## src/sv/bsc_pkg.sv

```systemverilog
package bsc_pkg;

  localparam int ID_W   = 16;
  localparam int CRD_W  = 31;
  localparam int HALF_W = 30;
  localparam int PT_W   = 32;
  localparam int MAG_W  = 31;
  localparam int RAD_W  = 60;
  localparam int ROOT_W = 30;
  localparam int REM_W  = 32;
  localparam int Q_W    = 15;
  localparam int NRM_W  = 16;
  localparam int AXES   = 3;
  localparam logic [NRM_W-1:0] Q14_ONE = NRM_W'(16384);

  // sideband that rides along the root and divide cells
  typedef struct packed {
    logic [ID_W-1:0]              box_id;
    logic [ID_W-1:0]              sphere_id;
    logic [HALF_W-1:0]            radius;
    logic                         hit;
    logic [AXES-1:0][PT_W-1:0]    touch;
    logic [AXES-1:0][MAG_W-1:0]   dmag;
    logic [AXES-1:0]              dneg;
  } side_t;

  typedef struct packed {
    logic [AXES-1:0][ROOT_W-1:0]  rem;
    logic [AXES-1:0][Q_W-1:0]     numlo;
    logic [AXES-1:0][Q_W-1:0]     quot;
  } div_t;

endpackage

```

## src/sv/bsc_sqrt_cell.sv

```systemverilog
module bsc_sqrt_cell (
  input  logic                        clk,
  input  logic                        rst_n,
  input  logic                        vld_in,
  input  bsc_pkg::side_t              side_in,
  input  logic [bsc_pkg::RAD_W-1:0]   rad_in,
  input  logic [bsc_pkg::REM_W-1:0]   rem_in,
  input  logic [bsc_pkg::ROOT_W-1:0]  root_in,
  output logic                        vld_out,
  output bsc_pkg::side_t              side_out,
  output logic [bsc_pkg::RAD_W-1:0]   rad_out,
  output logic [bsc_pkg::REM_W-1:0]   rem_out,
  output logic [bsc_pkg::ROOT_W-1:0]  root_out
);

  logic [bsc_pkg::REM_W+1:0]  rem_sh;
  logic [bsc_pkg::REM_W+1:0]  trial;
  logic [bsc_pkg::REM_W-1:0]  rem_nxt;
  logic [bsc_pkg::ROOT_W-1:0] root_nxt;

  // one root bit: bring down two radicand bits, try subtracting 4*root+1
  always_comb begin
    rem_sh = {rem_in, rad_in[bsc_pkg::RAD_W-1 -: 2]};
    trial  = {2'b00, root_in, 2'b01};
    if (rem_sh >= trial) begin
      rem_nxt  = bsc_pkg::REM_W'(rem_sh - trial);
      root_nxt = {root_in[bsc_pkg::ROOT_W-2:0], 1'b1};
    end else begin
      rem_nxt  = bsc_pkg::REM_W'(rem_sh);
      root_nxt = {root_in[bsc_pkg::ROOT_W-2:0], 1'b0};
    end
  end

  always_ff @(posedge clk) begin
    if (!rst_n) vld_out <= 1'b0;
    else        vld_out <= vld_in;
    side_out <= side_in;
    rad_out  <= {rad_in[bsc_pkg::RAD_W-3:0], 2'b00};
    rem_out  <= rem_nxt;
    root_out <= root_nxt;
  end

endmodule

```

## config.mk

```make
export PLATFORM = sky130hd
export DESIGN_NAME = bsc_sqrt_cell
export DESIGN_NICKNAME = d
export VERILOG_FILES = /design/src/sv/bsc_pkg.sv /design/src/sv/bsc_sqrt_cell.sv
export SDC_FILE = /design/constraint.sdc
export NUM_CORES = 1
export LEC_CHECK = 0
export BUFFER_PORTS_ARGS = -buffer_cell sky130_fd_sc_hd__buf_2
export CORE_AREA = 2 2 293 295
export CTS_CLUSTER_DIAMETER = 100
export DETAILED_ROUTE_END_ITERATION = 16
export DIE_AREA = 0 0 295 297
export RECOVER_POWER = 100
export SYNTH_ARGS = -nofsm -noshare
export SYNTH_HDL_FRONTEND = slang
export SYNTH_SLANG_ARGS = --single-unit
export TNS_END_PERCENT = 1
```

## constraint.sdc

```tcl
create_clock -name clk -period 4 [get_ports clk]
set_input_delay 0.8 -clock clk [delete_from_list [all_inputs] [get_ports clk]]
set_output_delay 0.8 -clock clk [all_outputs]
set_load 0.01 [all_outputs]
```

==> key figures <==
Clocking
  • CTS root buf: clkbuf_16
  • CTS Sinks: about 380
  • Postcts setup bufs: 0
  • Cts hold-fix bufs: 0
  • Clock Pin Slew Worst Setup and Hold Paths: 0.07 ns
  • H-tree depth: 2
  • Post-CTS Resized: 0
  • CTS Buffer Depth: 3
  • CTS tree: built
  • TritonCTS Buffers: 47

Power
  • Clock network fraction of total power: between 40% and 50%
  • Leak: 6.90 nW
  • Final Power: 9.55 mW
  • Switching pwr: ~2.6 mW
  • Sw frac: 27.5%
  • VDD IR max: around 320 µV
  • Reg power frac: around 43%
  • Pint: approximately 6.9 mW
  • Pwr/cell area: 596 nW/µm²
  • Logic gate share of total power: between 10% and 20%

Global routing
  • Number of global-route vias before repair: ~8700
  • GRT Total Usage: between 10% and 20%
  • Initial antenna violation count: 63
  • First-pass GRT wire length: roughly 81 mm
  • Largest net degree at the start of global routing: 24
  • Overflow left after global routing: 0

STA
  • Hold WS: about 0.28 ns
  • Max transition margin: 45.7%
  • Tcrit/Tclk final: between 70% and 80%
  • Max-slew violation count: 0
  • Fin. Hold Viols: 0
  • Worst-Margin Slew: a little over 0.8 ns
  • RSZ-0062 raised after global routing: no
  • Max Freq: roughly 320 MHz
  • # setup viols final: 0
  • Crit path time final: between 3 and 4 ns
  • Sum Neg Setup Slack: 0 ns

Logic synthesis
  • Area contributors post-synth: dfxtp_1 (77%), ha_1 (4.1%), a21oi_1 (2.3%)
  • Ys async rst share: 0%
  • Yosys warnings: 0
  • Most common library cells after synthesis: dfxtp_1 (376), a21oi_1 (45), inv_1 (37)
  • Sequential cell area fraction in the yosys report: 77.3%
  • Count leader, synth: dfxtp_1
  • Synthesized cell area: a little under 10000 µm²
  • Mean Syn Cell Area: about 14 µm²
  • Synthesized flop and latch total: between 300 and 400
  • Synth unique cells: 52
  • Leading area contributor after synthesis: dfxtp_1
  • Mapped Cells: 714
  • Post-synth top flop: dfxtp_1
  • Top-area cell type share of the netlist area: about 77%
  • Post-synth EDFFs: 0

Routing
  • Routed WL per cell: between 20 and 25 µm
  • Vias per cell: between 3 and 4
  • Drt first-iter violations: around 530
  • Final ANT Viol Nets: 0
  • 1st-pass router iterations: 4
  • DRC: 0
  • Vias: roughly 8700
  • DRT Wirelength: 64.6 mm

Floorplanning
  • Core Region: about 84000 µm²
  • DIE HEIGHT: 297 µm
  • Die Width: 295 µm
  • Area of the die: 87600 µm²
  • Site Rows: between 100 and 150
  • Initial core utilization: 11.5%
  • IO Count: about 760

Cells and area
  • Final Instance Count excl. Fillers: approximately 2700
  • Synthesis-to-finish area growth: 64.8%
  • Nets: 1922
  • Share of cells above drive strength 1: 29.4%

Worst setup path
  • Crit start category: primary input
  • Req. time, crit path: 4.50 ns
  • WS Path Type: in2reg
  • Worst EP arrival: between 3 and 4 ns
  • Crit. End Element: flip-flop
  • Crit Path Max Fanout: 5

Placement
  • Final Wtd Congestion: between 0.8 and 0.9
  • Post-DP HPWL: around 56 mm
  • Buffers on Ports: around 760
  • Placed Instances: between 2000 and 3000

Min path
  • Type of the worst min-delay path: in2reg

Run
  • Max_cap viols: 0

Run status
  • Status: finished, final reports clean
==> area by class of cell <==
| cell class | instances | area [µm²] |
|---|---|---|
| tap | 1144 | 1430 |
| clock buffer | 57 | 1290 |
| inverter | 37 | 139 |
| multi-input combinational | 289 | 2010 |
| sequential | 376 | 7530 |
| fill | 9484 | 68400 |
| antenna | 15 | 37.5 |
| timing repair buffer | 759 | 3310 |
| clock inverter | 29 | 299 |
==> kinds of logic (layout without fill, tap and decap cells) <==
| group | Yosys count | in the layout | synth area share, % |
|---|---|---|---|
| AND/OR/NAND/NOR | 102 | 102 | 5.08 |
| multiplexers | 13 | 13 | 1.50 |
| AO/OA/AOI/OAI | 110 | 110 | 7.20 |
| buffers and inverters | 50 | 882 | 2.06 |
| XOR/XNOR | 30 | 30 | 2.70 |
| flip-flops | 376 | 376 | 77.3 |
| adder cells (fa/ha/maj) | 32 | 32 | 4.11 |
| other | 1 | 17 | 0.0385 |
==> path summary, 6_finish.rpt <==
path	from	end	slack [ns]	depth (start not counted)
setup / recovery	root_in[0]	rem_out[28]	0.89	11
hold / removal	side_in[232]	side_out[232]	0.28	1
==> critical path, cell delays in order <==
cell and delay [ns]:
clkbuf_1 0.25, inv_1 0.08, ha_1 0.38, nand2b_1 0.10, a21oi_1 0.22, o2111ai_1 0.36
a21o_1 0.29, a311oi_1 0.49, a41oi_1 0.21, xnor2_1 0.16, mux2_2 0.26
==> through the flow <==
stage	util (%)	cell area [µm²]	worst slack, ns
floorplan	-	9740	1.08
global placement	17.7	14900	0.594
detailed placement	17.7	14900	0.560
CTS	19.6	16500	1.23
global route	19.0	16000	0.744
finish	19.0	16000	0.893
==> metal layers <==
metal / routed length [µm] / vias to the layer above / track usage (%)
met5: 333 / - / 0
met4: 2920 / 54 / 5.94
met3: 12800 / 167 / 12.5
met2: 26400 / 583 / 20.5
met1: 22200 / 3899 / 14.4
li1: - / 4021 / -
==> sequential cells by signal, summed over array words and instances (netlist names) <==
signal	flops
rad_out	58
vld_out	1
root_out	30
side_out	255
rem_out	32
==> cells in the final DEF, fill, tap and decap left out, drive strengths merged, types with 5 or more instances in the layout <==
master,synthesis,layout
nand4,7,7
ha,32,32
mux2,13,13
nor3,7,7
a21oi,46,46
buf,6,361
xnor2,17,17
diode,0,15
and4,5,5
a31oi,5,5
and3,6,6
a21o,10,10
inv,37,45
nand2,30,30
clkinv,0,14
nor2,30,30
dfxtp,376,376
clkbuf,7,455
o21ai,19,19
xor2,13,13
==> power groups by stage <==
stage / Combinational [mW] / Sequential (mW) / Clock, mW
finish: 1.07 / 4.09 / 4.40
global route: 1.17 / 4.11 / 4.71
CTS: 1.17 / 4.08 / 4.59
detailed placement: 1.16 / 4.16 / 0
global placement: 1.16 / 4.16 / 0
floorplan: 0.300 / 4.29 / 0
Power figures use the tool's default switching activity.
