===== config.mk =====
export PLATFORM = sky130hd
export DESIGN_NAME = bsc_div_cell
export DESIGN_NICKNAME = d
export VERILOG_FILES = /design/src/sv/bsc_pkg.sv /design/src/sv/bsc_div_cell.sv
export SDC_FILE = /design/constraint.sdc
export NUM_CORES = 1
export LEC_CHECK = 0
export ABC_AREA = 1
export BUFFER_PORTS_ARGS = -buffer_cell sky130_fd_sc_hd__buf_2
export CAP_MARGIN = 20
export CORE_AREA = 2 2 366 368
export DETAILED_ROUTE_END_ITERATION = 7
export DIE_AREA = 0 0 368 370
export GPL_ROUTABILITY_DRIVEN = 1
export GPL_TIMING_DRIVEN = 0
export PLACE_DENSITY_LB_ADDON = 0.2
export SKIP_CTS_REPAIR_TIMING = 1
export SYNTH_ARGS = -nofsm -noshare
export SYNTH_HDL_FRONTEND = slang
export SYNTH_SLANG_ARGS = --single-unit

===== constraint.sdc =====
create_clock -name clk -period 3.1 [get_ports clk]
set_input_delay 0.155 -clock clk [delete_from_list [all_inputs] [get_ports clk]]
set_output_delay 0.155 -clock clk [all_outputs]
set_load 0.02 [all_outputs]

===== src/sv/bsc_pkg.sv =====
package bsc_pkg;

  localparam int ID_W   = 16;
  localparam int CRD_W  = 31;
  localparam int HALF_W = 30;
  localparam int PT_W   = 32;
  localparam int MAG_W  = 31;
  localparam int RAD_W  = 60;
  localparam int ROOT_W = 30;
  localparam int REM_W  = 32;
  localparam int Q_W    = 15;
  localparam int NRM_W  = 16;
  localparam int AXES   = 3;
  localparam logic [NRM_W-1:0] Q14_ONE = NRM_W'(16384);

  // sideband that rides along the root and divide cells
  typedef struct packed {
    logic [ID_W-1:0]              box_id;
    logic [ID_W-1:0]              sphere_id;
    logic [HALF_W-1:0]            radius;
    logic                         hit;
    logic [AXES-1:0][PT_W-1:0]    touch;
    logic [AXES-1:0][MAG_W-1:0]   dmag;
    logic [AXES-1:0]              dneg;
  } side_t;

  typedef struct packed {
    logic [AXES-1:0][ROOT_W-1:0]  rem;
    logic [AXES-1:0][Q_W-1:0]     numlo;
    logic [AXES-1:0][Q_W-1:0]     quot;
  } div_t;

endpackage


===== src/sv/bsc_div_cell.sv =====
module bsc_div_cell (
  input  logic                        clk,
  input  logic                        rst_n,
  input  logic                        vld_in,
  input  bsc_pkg::side_t              side_in,
  input  logic [bsc_pkg::ROOT_W-1:0]  dist_in,
  input  bsc_pkg::div_t               div_in,
  output logic                        vld_out,
  output bsc_pkg::side_t              side_out,
  output logic [bsc_pkg::ROOT_W-1:0]  dist_out,
  output bsc_pkg::div_t               div_out
);

  bsc_pkg::div_t          div_nxt;
  logic [bsc_pkg::ROOT_W:0] sh;

  // one quotient bit per axis
  always_comb begin
    div_nxt = div_in;
    sh      = '0;
    for (int a = 0; a < bsc_pkg::AXES; a++) begin
      sh = {div_in.rem[a], div_in.numlo[a][bsc_pkg::Q_W-1]};
      div_nxt.numlo[a] = {div_in.numlo[a][bsc_pkg::Q_W-2:0], 1'b0};
      if (sh >= {1'b0, dist_in}) begin
        div_nxt.rem[a]  = bsc_pkg::ROOT_W'(sh - {1'b0, dist_in});
        div_nxt.quot[a] = {div_in.quot[a][bsc_pkg::Q_W-2:0], 1'b1};
      end else begin
        div_nxt.rem[a]  = bsc_pkg::ROOT_W'(sh);
        div_nxt.quot[a] = {div_in.quot[a][bsc_pkg::Q_W-2:0], 1'b0};
      end
    end
  end

  always_ff @(posedge clk) begin
    if (!rst_n) vld_out <= 1'b0;
    else        vld_out <= vld_in;
    side_out <= side_in;
    dist_out <= dist_in;
    div_out  <= div_nxt;
  end

endmodule


==> results.env <==
P_LEAK_nW=16.36
POST-PLACE-CELLS=4956
AREAGROWTHSYNTHTOFINISH_PCT=76.04
IO_BUFFERS=927
FMAX_MHz=343.3
FINAL_CELLS=5543
SYN-INSTANCE-COUNT=2259
STATUS='finished clean'
CTS.REPORTEDPATHS.CLKPINSLEW_PS=60
POWER.INTERNAL_W=0.01212
CRIT_PATH_MAX_FANOUT=10
CLOCKBUFFERDEPTH=3
FINAL-SETUP-VIOL-COUNT=0
CRITICAL_PATH_REQUIRED_PS=3580
GRT-OVFL-TOTAL=0
TIMING_WORST_SLEW_PIN_VALUE_PS=760.8
UNREPAIRED_SETUP_ENDPOINTS_AFTER_GLOBAL_ROUTING='false'
HOLD_CLASS='primary input to flip-flop'
FINALWORSTPATHREQUIREDPERIOD_PS=2913
PLACE.GP.CONGESTION=0.9192
YS_SEQ_AREA_SHARE_PCT=51.95
TOP_LEVEL_PORTS=934
DOMINANTREGCELLSYNTH='sky130_fd_sc_hd__dfxtp_1'
NETLIST-CELL-TYPE-COUNT=31
DP_HPWL_MM=116.4
H-TREE-DEPTH=2
POST-ROUTE-DRC-COUNT=0
SLEW-LIMIT-HEADROOM_PCT=49.23
NETLIST.TOP_CELL.BY_AREA='sky130_fd_sc_hd__dfxtp_1'
WORST_SETUP_PATH_STARTPOINT='dist_in[21]'
SYNTH.AREA.TOP_CELLS='sky130_fd_sc_hd__dfxtp_1, sky130_fd_sc_hd__nand2_1, sky130_fd_sc_hd__inv_1, sky130_fd_sc_hd__ha_1, sky130_fd_sc_hd__nand3_1'
DR_TOTAL_VIAS=20040
REPORT.FINAL.HOLD_VIOL_COUNT=0
DRTPASS1ITERATIONS=7
WL_PER_CELL_UM=24.59
CRITICALPATHCATEGORY='primary input to flip-flop'
CLOCK_NETWORK_POWER_SHARE_PCT=40.3
ASYNCSETRESETFLOPFRACSYNTH_PCT=0
FP.DIEAREA_UM2=136200
VIAS_IN_THE_FIRST_GLOBAL_ROUTE=18060
ENDPOINT='div_out[143]$_DFF_P_'
CLOCK_TREE_FROM_TRITONCTS='built'
FINALWIRELENGTH_MM=136.3
DRT-VIAS-PER-INSTANCE=3.615
SETUP_TOTAL_NEGATIVE_SLACK_PS=0
FINAL_CRITICAL_PATH_SETUP_SLACK_PS=186.7
ROWS=134
MOST_FREQUENT_STANDARD_CELL_IN_THE_LAYOUT_EXCLUDING_FILL_AND_TAP_CELLS='sky130_fd_sc_hd__buf_2'
GRT_MAX_DEGREE=17
FIRST_PASS_GRT_WIRE_LENGTH_MM=169.1
DRT_FIRST_ITER_VIOLATIONS=1101
P_COMB_SHARE_PCT=23.4
FILLERS=14850
NUMBER_OF_WARNINGS_PRINTED_DURING_YOSYS_SYNTHESIS=0
CORE_UM2=132500
SYN_AVG_CELL_AREA_UM2=7.898
GR_UTIL_ALL_LAYERS_PCT=18.89
SYNTH_ENABLE_FLOP_CELLS=0
POWER_PER_CELL_AREA_nW_PER_UM2=579.5
CTSROOTBUFFERMASTER='sky130_fd_sc_hd__clkbuf_16'
VDD_DROP_MAX_mV=0.3734
DRT.ANTENNA.VIOLATING_NETS=0
MAXCAPVIOLCOUNT=0
GRT_ANTENNA_BEFORE_REPAIR=82
FINAL-MAX-SLEW-VIOLATION-COUNT=0
CRITPATHLAUNCHTYPE='primary input'
CP_DATA_ARRIVAL_TIME_PS=3400
LAYOUT_CELLS_SIZED_ABOVE_1_PCT=28.77
DIE_HEIGHT_UM=370
SYNTH-SEQ-CELLS=463
FINAL_NETS=4271
DIE-WIDTH_UM=368
LAYOUT.CELLS.MOST_COMMON_LIST='sky130_fd_sc_hd__buf_2, sky130_fd_sc_hd__nand2_1, sky130_fd_sc_hd__dfxtp_1'
TRITONCTS.NUM_BUFFERS=60
CP-END-KIND='flip-flop'
INITIAL_UTILIZATION_PCT=13.47
POWER_SWITCHING_SHARE_PCT=33.42
SYN-CELL-AREA_UM2=17840
SYNTH_TOP_CELL_AREA_SHARE_PCT=51.95
POST-PLACE-WS_PS=-288.8
POWER.SEQUENTIAL.FRACTION_PCT=36.2
FINALCRITPERIODSHARE_PCT=93.98
SWITCHING_COMPONENT_OF_THE_POWER_W=0.006082
CLOCK_SINKS=463
-- area by class of cell --
type / instances / area [um^2] / area share [%]
clock inverters: 42 / 466.7 / 1.486
clock buffers: 71 / 1603 / 5.103
diodes: 14 / 35.03 / 0.1115
multi-input cells: 1386 / 6903 / 21.98
well taps: 1768 / 2212 / 7.043
inverters: 388 / 1456 / 4.637
plain buffers: 24 / 221.5 / 0.7051
repair buffers: 1387 / 9244 / 29.43
flip-flops and latches: 463 / 9269 / 29.51
-- cell usage after synthesis, types with 6 or more instances --
library cell	n
sky130_fd_sc_hd__dfxtp_1	463
sky130_fd_sc_hd__xor2_1	36
sky130_fd_sc_hd__nand3b_1	15
sky130_fd_sc_hd__buf_6	15
sky130_fd_sc_hd__nand2_1	779
sky130_fd_sc_hd__buf_2	6
sky130_fd_sc_hd__and2_1	9
sky130_fd_sc_hd__nor3_1	12
sky130_fd_sc_hd__ha_1	90
sky130_fd_sc_hd__nand3_1	223
sky130_fd_sc_hd__nand4_1	18
sky130_fd_sc_hd__inv_1	387
sky130_fd_sc_hd__o21ai_0	6
sky130_fd_sc_hd__a21oi_1	40
sky130_fd_sc_hd__nor2_1	118
-- logic make-up after synthesis --
kind of cell / synth area share (%)
buffers and inverters: 9.404
AO/OA/AOI/OAI: 1.781
XOR/XNOR: 1.914
adder cells (fa/ha/maj): 6.648
AND/OR/NAND/NOR: 28.28
flip-flops: 51.95
other: 0.02102
-- registers in the layout, summed over array words and instances, names as in the netlist --
register	flops
side_out	255
vld_out	1
dist_out	30
div_out	177
-- through the flow --
step	hold slack, ps	total power (W)	utilization (%)	area, um^2
2_1_floorplan	182.7	0.008618	-	17850
3_3_place_gp	257.2	0.01052	18.65	24700
3_5_place_dp	258.6	0.01050	18.65	24700
4_1_cts	-483.0	0.01803	20.21	26770
5_1_grt	40.50	0.01913	23.70	31390
6_report	16.73	0.01820	23.71	31410
-- power groups by stage --
stage	logic, W	clock network, W	registers, W
final	0.00426	0.00734	0.00660
after global routing	0.00466	0.00783	0.00664
after CTS	0.00379	0.00763	0.00660
after detailed placement	0.00377	0	0.00672
after global placement	0.00379	0	0.00672
after floorplan	0.00128	0	0.00734
-- critical path: stages --
cell	delay (ps)
sky130_fd_sc_hd__dlygate4sd3_1	560
sky130_fd_sc_hd__buf_2	180
sky130_fd_sc_hd__inv_1	290
sky130_fd_sc_hd__ha_1	530
sky130_fd_sc_hd__nand2_1	150
sky130_fd_sc_hd__nor2_2	150
sky130_fd_sc_hd__inv_1	90
sky130_fd_sc_hd__nor3_2	240
sky130_fd_sc_hd__nand3_1	220
sky130_fd_sc_hd__nand3_2	130
sky130_fd_sc_hd__nand2_2	190
sky130_fd_sc_hd__buf_6	240
sky130_fd_sc_hd__nand3_1	90
sky130_fd_sc_hd__nand2_1	170
-- how the worst min path moves through the flow --
stage,startpoint,endpoint,depth (start not counted)
4_1_cts,side_in[42],side_out[42]$_DFF_P_,1
6_report,div_in[89],div_out[150]$_DFF_P_,3
5_1_grt,div_in[89],div_out[150]$_DFF_P_,3
3_3_place_gp,side_in[166],side_out[166]$_DFF_P_,1
2_1_floorplan,dist_in[0],dist_out[0]$_DFF_P_,0
3_5_place_dp,side_in[237],side_out[237]$_DFF_P_,1
-- layer usage --
| layer | track usage (%) | up-vias | part of all wire (%) |
|---|---|---|---|
| met2 | 30.66 | 828 | 45 |
| met5 | 0 | - | 0.091 |
| met3 | 12.32 | 159 | 14 |
| li1 | - | 9846 | - |
| met4 | 4.042 | 20 | 2.2 |
| met1 | 20.53 | 9184 | 38 |
No activity file was read; power rests on OpenSTA's default activity.
